===== src/rtl/mtf_pkg.sv =====
// Shared constants, types and cell link structs for the move-to-front list.
// No dependencies.
package mtf_pkg;

    localparam int LIST_DEPTH = 16;
    localparam int IDX_W      = (LIST_DEPTH > 1) ? $clog2(LIST_DEPTH) : 1;
    localparam int CNT_W      = $clog2(LIST_DEPTH + 1);
    localparam int VALUE_W    = 32;
    localparam int HIT_POS_W  = 4;
    localparam int COUNT_W    = 5;

    typedef logic [IDX_W-1:0]          idx_t;
    typedef logic [CNT_W-1:0]          cnt_t;
    typedef logic signed [VALUE_W-1:0] value_t;
    typedef logic [HIT_POS_W-1:0]      hit_pos_t;
    typedef logic [COUNT_W-1:0]        count_t;

    typedef enum logic
    {
        MODE_INSERT = 1'b0,
        MODE_FIND   = 1'b1
    } mode_t;

    // Data handed from one cell to the next one toward the back
    typedef struct packed
    {
        value_t entry;
        logic   valid;
        logic   hit;
        idx_t   pos;
    } cell_link_t;

    // Control broadcast from the sequencer to every cell
    typedef struct packed
    {
        logic   capture;
        value_t cmp_value;
        logic   upd_insert;
        logic   upd_find;
        logic   found;
    } cell_ctl_t;

endpackage


===== src/rtl/mtf_if.sv =====
// Request and response channel interfaces for the move-to-front list.
// Depends on mtf_pkg.
interface mtf_req_if;
    import mtf_pkg::*;

    logic   valid;
    logic   ready;
    logic   mode;
    value_t value;

    modport source (output valid, output mode, output value, input ready);
    modport sink   (input valid, input mode, input value, output ready);
endinterface

interface mtf_rsp_if;
    import mtf_pkg::*;

    logic     valid;
    logic     ready;
    logic     found;
    hit_pos_t hit_position;
    count_t   entry_count;

    modport source (output valid, output found, output hit_position, output entry_count,
                    input ready);
    modport sink   (input valid, input found, input hit_position, input entry_count,
                    output ready);
endinterface


===== src/rtl/mtf_cell.sv =====
// One list cell: holds an entry and its valid bit, compares, shifts from its neighbor.
// Depends on mtf_pkg.
module mtf_cell
(
    input  logic               clk,
    input  logic               rst_n,
    input  mtf_pkg::idx_t      idx,
    input  mtf_pkg::cell_ctl_t ctl,
    input  mtf_pkg::cell_link_t link_in,
    output mtf_pkg::cell_link_t link_out
);
    import mtf_pkg::*;

    value_t entry_reg;
    logic   valid_reg;
    logic   match_reg;
    logic   first_hit;
    logic   shift_en;

    // Registered compare against the request value
    always_ff @(posedge clk or negedge rst_n)
    begin
        if (!rst_n)
        begin
            match_reg <= 1'b0;
        end
        else if (ctl.capture)
        begin
            match_reg <= valid_reg && (entry_reg == ctl.cmp_value);
        end
    end

    // Cells at or ahead of the hit take their neighbor's entry; insert shifts all
    assign shift_en = ctl.upd_insert || (ctl.upd_find && ctl.found && !link_in.hit);

    always_ff @(posedge clk or negedge rst_n)
    begin
        if (!rst_n)
        begin
            valid_reg <= 1'b0;
        end
        else if (ctl.upd_insert)
        begin
            valid_reg <= link_in.valid;
        end
    end

    always_ff @(posedge clk)
    begin
        if (shift_en)
        begin
            entry_reg <= link_in.entry;
        end
    end

    // First-match chain toward the back
    assign first_hit      = match_reg && !link_in.hit;
    assign link_out.entry = entry_reg;
    assign link_out.valid = valid_reg;
    assign link_out.hit   = link_in.hit || match_reg;
    assign link_out.pos   = link_in.pos | (first_hit ? idx : '0);

endmodule


===== src/rtl/move_to_front_list_top.sv =====
// Move-to-front list: LIST_DEPTH cells in a row with a two-step sequencer.
// A request is compared in the cells as it is accepted; its update then waits until
// the response register is free, and a new request is taken only after that update.
// Reset clears all valid bits, the entry count and the response valid flag;
// entry contents are not cleared and are never read before being written.
// Depends on mtf_pkg, mtf_req_if, mtf_rsp_if and mtf_cell.
module move_to_front_list_top
(
    input  logic   clk,
    input  logic   rst_n,
    mtf_req_if.sink   in_req,
    mtf_rsp_if.source out_rsp
);
    import mtf_pkg::*;

    typedef enum logic [1:0]
    {
        ST_IDLE   = 2'b01,
        ST_UPDATE = 2'b10
    } state_t;

    state_t     state_reg, state_next;
    logic       mode_reg;
    value_t     value_reg;
    cnt_t       count_reg, count_next;
    logic       out_valid_reg;
    logic       found_reg;
    hit_pos_t   pos_reg;
    count_t     count_out_reg;

    logic       accept;
    logic       upd;
    logic       found;
    cell_ctl_t  ctl;
    cell_link_t links [LIST_DEPTH+1];
    logic [IDX_W+HIT_POS_W-1:0] pos_wide;
    logic [CNT_W+COUNT_W-1:0]   count_wide;

    // Handshake
    assign in_req.ready = (state_reg == ST_IDLE);
    assign accept       = in_req.valid && in_req.ready;
    assign upd          = (state_reg == ST_UPDATE) && (!out_valid_reg || out_rsp.ready);

    // Sequencer
    always_comb
    begin
        state_next = state_reg;
        unique case (state_reg)
            ST_IDLE:
            begin
                if (accept)
                begin
                    state_next = ST_UPDATE;
                end
            end
            ST_UPDATE:
            begin
                if (upd)
                begin
                    state_next = ST_IDLE;
                end
            end
            default:
            begin
                state_next = ST_IDLE;
            end
        endcase
    end

    always_ff @(posedge clk or negedge rst_n)
    begin
        if (!rst_n)
        begin
            state_reg <= ST_IDLE;
        end
        else
        begin
            state_reg <= state_next;
        end
    end

    // Request capture
    always_ff @(posedge clk)
    begin
        if (accept)
        begin
            mode_reg  <= in_req.mode;
            value_reg <= in_req.value;
        end
    end

    // Cell control
    assign ctl.capture    = accept;
    assign ctl.cmp_value  = in_req.value;
    assign ctl.upd_insert = upd && (mode_reg == MODE_INSERT);
    assign ctl.upd_find   = upd && (mode_reg == MODE_FIND);
    assign ctl.found      = found;

    // Front of the chain feeds the request value
    assign links[0].entry = value_reg;
    assign links[0].valid = 1'b1;
    assign links[0].hit   = 1'b0;
    assign links[0].pos   = '0;

    genvar gi;
    generate
        for (gi = 0; gi < LIST_DEPTH; gi++)
        begin : g_cell
            mtf_cell u_cell
            (
                .clk      (clk),
                .rst_n    (rst_n),
                .idx      (IDX_W'(gi)),
                .ctl      (ctl),
                .link_in  (links[gi]),
                .link_out (links[gi+1])
            );
        end
    endgenerate

    assign found = (mode_reg == MODE_FIND) && links[LIST_DEPTH].hit;

    // Entry count, saturating on insert
    always_comb
    begin
        count_next = count_reg;
        if (ctl.upd_insert && (count_reg != CNT_W'(LIST_DEPTH)))
        begin
            count_next = count_reg + 1'b1;
        end
    end

    always_ff @(posedge clk or negedge rst_n)
    begin
        if (!rst_n)
        begin
            count_reg <= '0;
        end
        else
        begin
            count_reg <= count_next;
        end
    end

    // Fit internal widths to the response fields
    assign pos_wide   = {{HIT_POS_W{1'b0}}, (found ? links[LIST_DEPTH].pos : idx_t'(0))};
    assign count_wide = {{COUNT_W{1'b0}}, count_next};

    // Response register
    always_ff @(posedge clk or negedge rst_n)
    begin
        if (!rst_n)
        begin
            out_valid_reg <= 1'b0;
        end
        else if (upd)
        begin
            out_valid_reg <= 1'b1;
        end
        else if (out_rsp.ready)
        begin
            out_valid_reg <= 1'b0;
        end
    end

    always_ff @(posedge clk)
    begin
        if (upd)
        begin
            found_reg     <= found;
            pos_reg       <= pos_wide[HIT_POS_W-1:0];
            count_out_reg <= count_wide[COUNT_W-1:0];
        end
    end

    assign out_rsp.valid        = out_valid_reg;
    assign out_rsp.found        = found_reg;
    assign out_rsp.hit_position = pos_reg;
    assign out_rsp.entry_count  = count_out_reg;

endmodule


===== src/flat_wrapper.sv =====
// flat-port wrapper written by rule: the top's interface ports become plain ports
module move_to_front_list_top_flat import mtf_pkg::*;
  (clk, rst_n, in_req_valid, in_req_mode, in_req_value, in_req_ready, out_rsp_valid, out_rsp_found, out_rsp_hit_position, out_rsp_entry_count, out_rsp_ready);
  mtf_req_if in_req_i ();
  mtf_rsp_if out_rsp_i ();
  input  logic clk;
  input  logic rst_n;
  input wire logic [$bits(in_req_i.valid)-1:0] in_req_valid;
  input wire logic [$bits(in_req_i.mode)-1:0] in_req_mode;
  input wire logic [$bits(in_req_i.value)-1:0] in_req_value;
  output wire logic [$bits(in_req_i.ready)-1:0] in_req_ready;
  output wire logic [$bits(out_rsp_i.valid)-1:0] out_rsp_valid;
  output wire logic [$bits(out_rsp_i.found)-1:0] out_rsp_found;
  output wire logic [$bits(out_rsp_i.hit_position)-1:0] out_rsp_hit_position;
  output wire logic [$bits(out_rsp_i.entry_count)-1:0] out_rsp_entry_count;
  input wire logic [$bits(out_rsp_i.ready)-1:0] out_rsp_ready;
  assign in_req_i.valid = in_req_valid;
  assign in_req_i.mode = in_req_mode;
  assign in_req_i.value = in_req_value;
  assign in_req_ready = in_req_i.ready;
  assign out_rsp_valid = out_rsp_i.valid;
  assign out_rsp_found = out_rsp_i.found;
  assign out_rsp_hit_position = out_rsp_i.hit_position;
  assign out_rsp_entry_count = out_rsp_i.entry_count;
  assign out_rsp_i.ready = out_rsp_ready;
  move_to_front_list_top u_core (.clk(clk), .rst_n(rst_n), .in_req(in_req_i), .out_rsp(out_rsp_i));
endmodule

===== config.mk =====
export PLATFORM = sky130hd
export DESIGN_NAME = move_to_front_list_top_flat
export DESIGN_NICKNAME = d
export VERILOG_FILES = /design/src/rtl/mtf_pkg.sv /design/src/rtl/mtf_if.sv /design/src/rtl/mtf_cell.sv /design/src/rtl/move_to_front_list_top.sv /design/src/flat_wrapper.sv
export SDC_FILE = /design/constraint.sdc
export NUM_CORES = 1
export LEC_CHECK = 0
export BUFFER_PORTS_ARGS = -buffer_cell sky130_fd_sc_hd__buf_2
export CELL_PAD_IN_SITES_DETAIL_PLACEMENT = 0
export CELL_PAD_IN_SITES_GLOBAL_PLACEMENT = 1
export CORE_MARGIN = 1
export CORE_UTILIZATION = 49
export CTS_CLUSTER_SIZE = 16
export DETAILED_ROUTE_END_ITERATION = 6
export GPL_ROUTABILITY_DRIVEN = 0
export MAX_ROUTING_LAYER = met4
export PLACE_DENSITY = 0.8
export SKIP_CTS_REPAIR_TIMING = 1
export SLEW_MARGIN = 10
export SYNTH_ARGS = -nofsm -noshare
export SYNTH_HDL_FRONTEND = slang
export SYNTH_HIERARCHICAL = 1
export SYNTH_SLANG_ARGS = --single-unit
export TNS_END_PERCENT = 20

===== constraint.sdc =====
create_clock -name clk -period 7.2 [get_ports clk]
set_input_delay 0.72 -clock clk [delete_from_list [all_inputs] [get_ports clk]]
set_output_delay 0.72 -clock clk [all_outputs]
set_load 0.02 [all_outputs]

# Word level (Yosys, flattened, before mapping)
# Index checks and enable logic that the tools add are counted.
[totals]
ff_bits = 595
input_bits = 37
out_inout_bits = 12
word_cells = 217
[op_classes]
n_addsub = 1
eq_ne = 21
muxes = 21
bitwise_logic = 15
n_reduce_logical = 103
[ops]
columns = ["operator", "n"]
rows = [
  ["$eq 32x32->1", 16],
  ["$logic_and 1x1->1", 53],
  ["$logic_or 1x1->1", 32],
  ["$mux 4", 8],
  ["$or 4x4->4", 8],
  ["$logic_not 1->1", 16],
  ["$or 4x3->4", 4],
  ["$mux 3", 4],
  ["$mux 2", 4],
  ["$or 4x2->4", 2],
  ["$add 5x1->5 const B", 1],
  ["$mux 5", 1],
  ["$ne 5x5->1 const B", 1],
  ["$pmux 2 s2", 1],
  ["$mux 1", 3],
  ["$eq 2x1->1 const B", 1],
  ["$eq 2x2->1 const B", 1],
  ["$ne 2x1->1 const B", 1],
  ["$ne 2x2->1 const B", 1],
  ["$reduce_and 2->1", 1],
  ["$reduce_bool 2->1", 1],
  ["$not 1->1", 1],
]

# Depth between registers and ports, before layout
# Gate-level depths: netlist (run 1).
[logic_depth]
ltp_word = 19
mapped_depth = 19
depth_no_buf = 19

# Modules after synthesis
# The synthesis (run 1) kept the hierarchy.
[by_module_without_submodules]
columns = ["mod", "instances", "cells_per_inst", "area_each_um2", "seq_area_each_um2"]
rows = [
  ["mtf_cell", 16, 89, 1446.4, 1011.0],
  ["move_to_front_list_top", 1, 90, 1798.0, 1492.7],
]

# Least setup slack after synthesis (run 1)
# Ideal clock, no wire load.
[synth_timing]
kind = "flip-flop to flip-flop"
startpoint = "register u_core.g_cell[0].u_cell.match_reg"
endpoint = "register u_core.g_cell[15].u_cell.entry_reg[0], enable pin"
setup_time_ns = 0.428
arrival_time_ns = 6.255
t_required_ns = 6.772
setup_slack_ns = 0.517
stages_incl_launch_ff = 17
n_path_buf = 0
cell_sequence = "dfrtp_1 -> or2_2 -> or2_2 -> or2_2 -> or2_2 -> or2_2 -> or2_2 -> or2_2 -> or2_2 -> or2_2 -> or2_2 -> or2_2 -> or2_2 -> or2_2 -> or2_2 -> or2_2 -> o21bai_1"
[synth_rtl]
columns = ["element", "line_no", "text"]
rows = [
  ["from (decl)", "mtf_cell.sv:16", "logic match_reg;"],
  ["from (signal assigned)", "mtf_cell.sv:29", "match_reg <= valid_reg && (entry_reg == ctl.cmp_value);"],
  ["to (signal assigned)", "mtf_cell.sv:52", "entry_reg <= link_in.entry;"],
  ["to (decl)", "mtf_cell.sv:14", "value_t entry_reg;"],
]

==> reports/qor.yml, run 1 <==
drt-initial-drc-count: 689
yosys_warnings: 6
power.switching_mw: 1.584
htreeDepth: 2
clkPwrFrac_pct: 40.7
p_per_area_nw_per_um2: 262.2
worst_ep_arrival_time_ps: 6980
outcome: "finished clean"
place_area_um2: 26350
end_kind: "flip-flop"
skew_ps: 22.05
final_area_um2: 28300
first_global_vias: 12517
hp-class: "in -> reg"
path_cells: "or2_2 -> or2_2 -> or2_2 -> or2_2 -> or2_2 -> or2_2 -> or2_2 -> or2_2 -> or2_2 -> or2_2 -> or2_2 -> or2_2 -> or2_2 -> or2_2 -> or2_2 -> or2_2 -> and2_1 -> nand2_1 -> o21bai_2 -> buf_4"
dieArea_um2: 51790
r2r-start: "u_core/g_cell[0].u_cell/match_reg"
finish.net_count: 1730
start_util_pct: 49.70
grt_pass1_wl_mm: 65.14
setup_ws_ps: 540.4
ir_worst_vdd_mv: 0.2341
max_freq_mhz: 150.2
pre_cts_slack_ps: 577.4
wl_mm: 40.46
grt_max_degree: 52
die_w_um: 227.6
cts_tree: "yes"
area_growth_pct: 13.49
slowest_stage: "and2_1"
max_stage_delay_ps: 410
cpMostUsedCell: "or2_2"
drive_above_1_share_pct: 12.87
finalHoldViolations: 0
layout_min_cycle_time_ps: 6660
placementRows: 82
dr.pass1.iters: 4
crit_start: "u_core/g_cell[0].u_cell/match_reg"
worstMarginPinSlew_ps: 1050
portBuffers: 48
synth_cells: 1513
core_um2: 50170
syn-cell-area_um2: 24930
drt_drc_violations_left: 0
postRouteAntennaNets: 0
cts.sinks: 595
internal_power_mw: 5.836
switching_share_pct: 21.34
fin_crit_sh_pct: 92.49
setup_viol: 0
routed-via-count: 12211
cts_buffer_depth: 3
total_power_mw: 7.419
numCtsBuffers: 57
final_util_pct: 56.40
clk_root_buffer_cell: "clkbuf_16"
finalSetupTns_ps: 0
max_cap_violations: 0
hp-start: "in_req_mode"
pwr-share-seq_pct: 53.4
syn_avg_cell_area_um2: 16.48
slew_viol_final: 0
grt_usage_pct: 16.72
grt_overflow: 0
clk_latency_ps: 620
dp_hpwl_mm: 29.45
crit_fanout: 32
cp-start-kind: "flip-flop"
crit_buf_inv: 1
crit_type: "reg -> reg"
vias_per_cell: 5.058
max_slew_margin_pct: 30.02
clk_pin_slew_ps: 60
largest_register_ffs: 512
pwr-share-comb_pct: 5.8
antenna_found_initial: 2
die_y_um: 227.6
leakage_nw: 9.789
pin_count: 49
crit_required_ps: 7520
grt_setup_unrepaired: "false"
cpLargestDelayFamily: "simple AND/OR/NAND/NOR gates"
drt-wirelength-per-cell_um: 16.76
routing by layer:
metal,wire length (um),global-route usage (%),vias up
li1,-,-,5939
met1,18480,21.51,5979
met2,19190,26.43,208
met3,1370,2.607,85
met4,1416,7.209,0
met5,0,-,-
through the flow:
stage	instances	hold WS (ps)
finish	2414	302.6
CTS	2412	266.8
global route	2414	272.2
global placement	2304	400.2
detailed placement	2304	404.5
floorplan	1583	400.3
layout by cell type, fill, tap and decap left out, types with 18 or more instances in the layout:
master,count
buf_4,18
buf_2,48
nor2_1,19
clkbuf_16,57
a21o_1,64
nand3_1,18
dfrtp_1,39
nand4_1,64
inv_1,19
xnor2_1,194
xor2_1,321
nor4_1,80
edfxtp_1,555
conb_1,72
path summary, 6_finish.rpt:
path                                                               end  cells past startpoint  slack [ps]
worst min register to register    u_core/g_cell[0].u_cell/entry_reg[9]                      0         420
worst max-delay path            u_core/g_cell[15].u_cell/entry_reg[28]                     20         540
min in group asynchronous                          u_core/count_reg[1]                      1         310
worst min-delay path                                   u_core/mode_reg                      1         300
worst max register to register  u_core/g_cell[15].u_cell/entry_reg[28]                     20         540
max in group asynchronous            u_core/g_cell[7].u_cell/valid_reg                      1        6250
worst reg2reg max path: stages, from the launching register on:
cell,delay (ps)
dfrtp_1,380
or2_2,320
or2_2,310
or2_2,320
or2_2,310
or2_2,310
or2_2,310
or2_2,310
or2_2,310
or2_2,320
or2_2,310
or2_2,320
or2_2,310
or2_2,320
or2_2,330
or2_2,320
or2_2,320
and2_1,410
nand2_1,170
o21bai_2,70
buf_4,250
power groups by stage:
| stage | Clock (mW) | Combinational, mW | Sequential (mW) |
|---|---|---|---|
| after floorplan | 0 | 0.288 | 4.03 |
| after global placement | 0 | 0.416 | 4.03 |
| final | 3.02 | 0.432 | 3.96 |
| after global routing | 3.23 | 0.479 | 3.98 |
| after detailed placement | 0 | 0.433 | 4.04 |
| after CTS | 3.10 | 0.436 | 3.96 |
layout make-up:
type,instances,area (um^2)
fill,3760,21870
sequential,595,17670
multi-input combinational,952,7395
clock buffer,72,1533
tap,672,840.8
clock inverter,36,407.9
timing repair buffer,66,375.4
inverter,19,71.32
antenna,2,5.005
Note: power is estimated with default switching activity, not from simulation.
==> run 2, diff against run 1 <==
--- a/config.mk
+++ b/config.mk
@@ -10,6 +10,7 @@
 export CELL_PAD_IN_SITES_GLOBAL_PLACEMENT = 1
 export CORE_MARGIN = 1
 export CORE_UTILIZATION = 49
+export CTS_BUF_LIST = sky130_fd_sc_hd__clkbuf_4 sky130_fd_sc_hd__clkbuf_8 sky130_fd_sc_hd__clkbuf_16
 export CTS_CLUSTER_SIZE = 16
 export DETAILED_ROUTE_END_ITERATION = 6
 export GPL_ROUTABILITY_DRIVEN = 0
==> run 2 against run 1 <==
Non-clock buffer count unchanged; global-route usage hardly changed; setup slack got worse by 11 ps; core utilization grew 0.075 points; wire length increased by 0.14%; die area unchanged; sequential power barely moved; first-iteration DRC count down 3.5%; design area rose by 0.13%; critical path type unchanged; highest routed layer unchanged.
==> reports/qor.yml, run 2 (same netlist as run 1, synthesis figures left out) <==
outcome: "finished clean"  # unchanged
layout_min_cycle_time_ps: 6670  # was 6660 ps
antenna_found_initial: 2  # unchanged
dieArea_um2: 51790  # unchanged
worstMarginPinSlew_ps: 1050  # about the same
grt_pass1_wl_mm: 65.15  # was 65.14 mm
fill_cells: 3756  # was 3,760
grt_usage_pct: 16.71  # was 16.72%
vias_per_cell: 5.055  # was 5.058
finalSetupTns_ps: 0  # unchanged
cts_tree: "yes"  # unchanged
whs_path_depth: 1  # unchanged
skew_ps: 18.55  # was 22.05 ps
postRouteAntennaNets: 0  # unchanged
dr.pass1.iters: 4  # unchanged
final_cell_mix: "edfxtp_1 (555), xor2_1 (321), xnor2_1 (194)"  # unchanged
grt_max_degree: 52  # unchanged
clk_root_buffer_cell: "clkbuf_16"  # unchanged
r2r_cells: 20  # unchanged
first_global_vias: 12536  # was 12,517
core_um2: 50170  # unchanged
cts_buffer_depth: 3  # unchanged
drt-wirelength-per-cell_um: 16.78  # was 16.76 um
instances_no_fill: 2414  # unchanged
clk_pin_slew_ps: 60  # about the same
dp_hpwl_mm: 29.45  # unchanged
setup_viol: 0  # unchanged
largest_register_ffs: 512  # unchanged
crit_fanout: 32  # unchanged
fin_crit_sh_pct: 92.64  # was 92.49%
max_cap_violations: 0  # unchanged
crit_required_ps: 7520  # about the same
portBuffers: 48  # unchanged
place_area_um2: 26350  # unchanged
htreeDepth: 2  # unchanged
routed-via-count: 12202  # was 12,211
final_area_um2: 28330  # was 28,300 um^2
die_y_um: 227.6  # unchanged
grt_overflow: 0  # unchanged
wl_mm: 40.52  # was 40.46 mm
crit_type: "reg -> reg"  # unchanged
cp-start-kind: "flip-flop"  # unchanged
grt_setup_unrepaired: "false"  # unchanged
die_w_um: 227.6  # unchanged
finish.net_count: 1730  # unchanged
ir_worst_vdd_mv: 0.2343  # was 0.2341 mV
drt_drc_violations_left: 0  # unchanged
total_power_mw: 7.461  # was 7.419 mW
numCtsBuffers: 57  # unchanged
worst_ep_arrival_time_ps: 6990  # was 6980 ps
max_slew_margin_pct: 30.00  # was 30.02%
drt-initial-drc-count: 665  # was 689
leakage_nw: 9.823  # was 9.789 nW
clk_latency_ps: 620  # about the same
area_growth_pct: 13.64  # was 13.49%
place_inst: 2304  # unchanged
placementRows: 82  # unchanged
finalHoldViolations: 0  # unchanged
slew_viol_final: 0  # unchanged
start_util_pct: 49.70  # unchanged
cts.sinks: 595  # unchanged
pin_count: 49  # unchanged
hp-class: "in -> reg"  # unchanged
end_kind: "flip-flop"  # unchanged
max_freq_mhz: 149.9  # was 150.2 MHz
final_common_cell: "edfxtp_1"  # unchanged
p_per_area_nw_per_um2: 263.3  # was 262.2 nW/um^2
whs_ps: 300.9  # was 302.6 ps
drive_above_1_share_pct: 13.45  # was 12.87%
## run 2: where the power goes
group	internal [mW]	switching (mW)	leakage, nW
registers	3.90	0.0626	5.58
logic	0.166	0.266	3.27
clock network	1.81	1.26	0.968
## run 2: path summary, 6_finish.rpt
kind | from | endpoint | slack (ps)
max in group asynchronous | rst_n | u_core/g_cell[4].u_cell/valid_reg | 6250
worst min register to register | u_core/value_reg[9] | u_core/g_cell[0].u_cell/entry_reg[9] | 420
worst max-delay path | u_core/g_cell[0].u_cell/match_reg | u_core/g_cell[15].u_cell/entry_reg[28] | 530
worst max register to register | u_core/g_cell[0].u_cell/match_reg | u_core/g_cell[15].u_cell/entry_reg[28] | 530
worst min-delay path | in_req_mode | u_core/mode_reg | 300
min in group asynchronous | rst_n | u_core/count_reg[1] | 310
## run 2: cell type report
class                   count  area (um^2)  share of cell area, %
flip-flops and latches    595        17670                  62.36
repair buffers             66        375.4                  1.325
well taps                 672        840.8                  2.968
clock inverters            36        407.9                  1.440
inverters                  19        71.32                 0.2517
clock buffers              72         1570                  5.542
multi-input cells         952         7395                  26.10
diodes                      2        5.005                0.01766
## run 2: routing by layer
layer | vias up | GRT usage (%) | part of all wire [%]
li1 | 5935 | - | -
met1 | 5993 | 21.47 | 46
met2 | 192 | 26.49 | 47
met3 | 82 | 2.568 | 3.2
met4 | 0 | 7.166 | 3.5
met5 | - | - | 0
## run 2: critical path, cell delays in order, from the launching register on
cell      delay (ps)
dfrtp_1          380
or2_2            320
or2_2            310
or2_2            320
or2_2            310
or2_2            310
or2_2            310
or2_2            310
or2_2            310
or2_2            320
or2_2            310
or2_2            320
or2_2            310
or2_2            320
or2_2            330
or2_2            320
or2_2            320
and2_1           410
nand2_1          170
o21bai_2          70
buf_4            250
## run 2: per-stage QoR
stage	utilization (%)	setup slack (ps)
after floorplan	-	516.6
after global placement	52.52	669.4
after detailed placement	52.52	577.4
after CTS	56.46	554.5
after global routing	56.47	258.3
final	56.47	529.6
==> run 3, diff against run 2 <==
--- a/config.mk
+++ b/config.mk
@@ -9,13 +9,13 @@
 export CELL_PAD_IN_SITES_DETAIL_PLACEMENT = 0
 export CELL_PAD_IN_SITES_GLOBAL_PLACEMENT = 1
 export CORE_MARGIN = 1
-export CORE_UTILIZATION = 49
+export CORE_UTILIZATION = 55
 export CTS_BUF_LIST = sky130_fd_sc_hd__clkbuf_4 sky130_fd_sc_hd__clkbuf_8 sky130_fd_sc_hd__clkbuf_16
 export CTS_CLUSTER_SIZE = 16
 export DETAILED_ROUTE_END_ITERATION = 6
 export GPL_ROUTABILITY_DRIVEN = 0
 export MAX_ROUTING_LAYER = met4
-export PLACE_DENSITY = 0.8
+export PLACE_DENSITY = 0.85
 export SKIP_CTS_REPAIR_TIMING = 1
 export SLEW_MARGIN = 10
 export SYNTH_ARGS = -nofsm -noshare
==> constraint.sdc (replaced) <==
create_clock -name clk -period 8.3 [get_ports clk]
set_input_delay 0.83 -clock clk [delete_from_list [all_inputs] [get_ports clk]]
set_output_delay 0.83 -clock clk [all_outputs]
set_load 0.02 [all_outputs]
==> run 3 against run 2 <==
Clock power down 18%; design area down 0.88%; combinational power down 14%; sequential share of layout area up 0.55 points; largest cell class unchanged.
==> reports/qor.yml, run 3 (same netlist as run 1, synthesis figures left out) <==
skew_ps: 18.97  # was 18.55 ps
grt_max_degree: 68  # was 52
crit_required_ps: 8610  # was 7520 ps
hp-class: "in -> async"  # was in -> reg
max_cap_violations: 0  # unchanged
leakage_nw: 9.779  # was 9.823 nW
cts_buffer_depth: 3  # unchanged
cpMostUsedCell: "or2_2"  # unchanged
clk_latency_ps: 610  # was 620 ps
setup_ws_ps: 1658  # was 529.6 ps
outcome: "finished clean"  # unchanged
crit_buf_inv: 1  # unchanged
finalHoldViolations: 0  # unchanged
p_per_area_nw_per_um2: 224.9  # was 263.3 nW/um^2
crit_fanout: 32  # unchanged
first_global_vias: 12220  # was 12,536
drt-wirelength-per-cell_um: 16.85  # was 16.78 um
use_met2_pct: 29.96  # was 26.49%
cts_tree: "yes"  # unchanged
grt_util_met3_pct: 2.633  # was 2.568%
grt_overflow: 0  # unchanged
grt_pass1_wl_mm: 63.29  # was 65.15 mm
antenna_found_initial: 0  # was 2
grt_use_met1_pct: 22.61  # was 21.47%
finalSetupTns_ps: 0  # unchanged
die_w_um: 214.9  # was 227.6 um
total_power_mw: 6.317  # was 7.461 mW
dr.pass1.iters: 5  # was 4
cp-start-kind: "flip-flop"  # unchanged
drt-initial-drc-count: 451  # was 665
seq_area_um2: 17670  # unchanged
final_cell_mix: "edfxtp_1 (555), xor2_1 (321), xnor2_1 (194)"  # unchanged
dieArea_um2: 46190  # was 51,790 um^2
core_um2: 44510  # was 50,170 um^2
setup_viol: 0  # unchanged
fin_crit_sh_pct: 80.03  # was 92.64%
drt_drc_violations_left: 0  # unchanged
fill_cells: 3151  # was 3,756
multi_input_area_um2: 7395  # unchanged
place_area_um2: 26240  # was 26,350 um^2
final_common_cell: "edfxtp_1"  # unchanged
drive_above_1_share_pct: 13.49  # was 13.45%
finish.net_count: 1729  # was 1,730
largest_register_ffs: 512  # unchanged
cpLargestDelayFamily: "simple AND/OR/NAND/NOR gates"  # unchanged
placementRows: 77  # was 82
final_area_um2: 28080  # was 28,330 um^2
postRouteAntennaNets: 0  # unchanged
diodes: 0  # was 2
grt.busiest_layer: "met2"  # unchanged
die_y_um: 214.9  # was 227.6 um
cts.sinks: 595  # unchanged
dp_hpwl_mm: 28.13  # was 29.45 mm
worst_ep_arrival_time_ps: 6960  # was 6990 ps
slowest_stage: "and2_1"  # unchanged
area_growth_pct: 12.64  # was 13.64%
clk_pin_slew_ps: 60  # about the same
layout_min_cycle_time_ps: 6642  # was 6670 ps
vias_per_cell: 5.145  # was 5.055
start_util_pct: 56.02  # was 49.70%
max_slew_margin_pct: 31.83  # was 30.00%
max_freq_mhz: 150.5  # was 149.9 MHz
worstMarginPinSlew_ps: 1023  # was 1050 ps
max_stage_delay_ps: 400  # was 410 ps
portBuffers: 48  # unchanged
grt_setup_unrepaired: "false"  # unchanged
numCtsBuffers: 57  # unchanged
end_kind: "flip-flop"  # unchanged
routed-via-count: 11972  # was 12,202
wl_mm: 39.21  # was 40.52 mm
htreeDepth: 2  # unchanged
grt_usage_pct: 17.94  # was 16.71%
pre_cts_slack_ps: 1669  # was 577.4 ps
crit_type: "reg -> reg"  # unchanged
path_cells: "or2_2 -> or2_2 -> or2_2 -> or2_2 -> or2_2 -> or2_2 -> or2_2 -> or2_2 -> or2_2 -> or2_2 -> or2_2 -> or2_2 -> or2_2 -> or2_2 -> or2_2 -> or2_2 -> and2_1 -> nand2_1 -> o21bai_2 -> buf_4"  # unchanged
slew_viol_final: 0  # unchanged
ir_worst_vdd_mv: 0.2251  # was 0.2343 mV
clk_root_buffer_cell: "clkbuf_16"  # unchanged
pin_count: 49  # unchanged
run 3: changes by cell type in the layout (fill, tap and decap cells not counted), moves of 3 or more:
cell,before,now
clkbuf_4,10,21
clkinv_1,13,8
clkbuf_8,5,1
bufinv_16,7,4
clkinvlp_4,4,1
run 3: power by group:
| group | switching [mW] | internal [mW] |
|---|---|---|
| Sequential | 0.0540 | 3.39 |
| Combinational | 0.229 | 0.144 |
| Clock | 1.04 | 1.47 |
run 3: metrics by stage:
stage | util, % | cells | hold WS (ps)
floorplan | - | 1583 | 400.3
global placement | 58.96 | 2223 | 401.2
detailed placement | 58.96 | 2223 | 406.5
CTS | 63.10 | 2327 | 371.9
global route | 63.10 | 2327 | 381.8
finish | 63.10 | 2327 | 402.5
run 3: path summary, 6_finish.rpt:
check / startpoint / end / slack, ps / cells after the start
setup reg to reg: u_core/g_cell[0].u_cell/match_reg / u_core/g_cell[6].u_cell/entry_reg[14] / 1660 / 20
hold reg to reg: u_core/value_reg[26] / u_core/g_cell[0].u_cell/entry_reg[26] / 420 / 0
min in group clk: in_req_mode / u_core/mode_reg / 410 / 1
max in group asynchronous: rst_n / u_core/g_cell[0].u_cell/match_reg / 7250 / 1
setup / recovery: u_core/g_cell[0].u_cell/match_reg / u_core/g_cell[6].u_cell/entry_reg[14] / 1660 / 20
hold / removal: rst_n / u_core/count_reg[3] / 400 / 1
run 3: layout make-up:
class                   instances  area share (%)
flip-flops and latches        595           62.91
well taps                     592           2.637
clock buffers                  79           5.689
inverters                      19          0.2539
repair buffers                 65           1.310
multi-input cells             952           26.33
clock inverters                25          0.8688
run 3: routing by layer:
metal / up-vias / routed length (um)
li1: 5916 / -
met1: 5813 / 17570
met2: 172 / 19430
met3: 71 / 1279
met4: 0 / 922
met5: - / 0
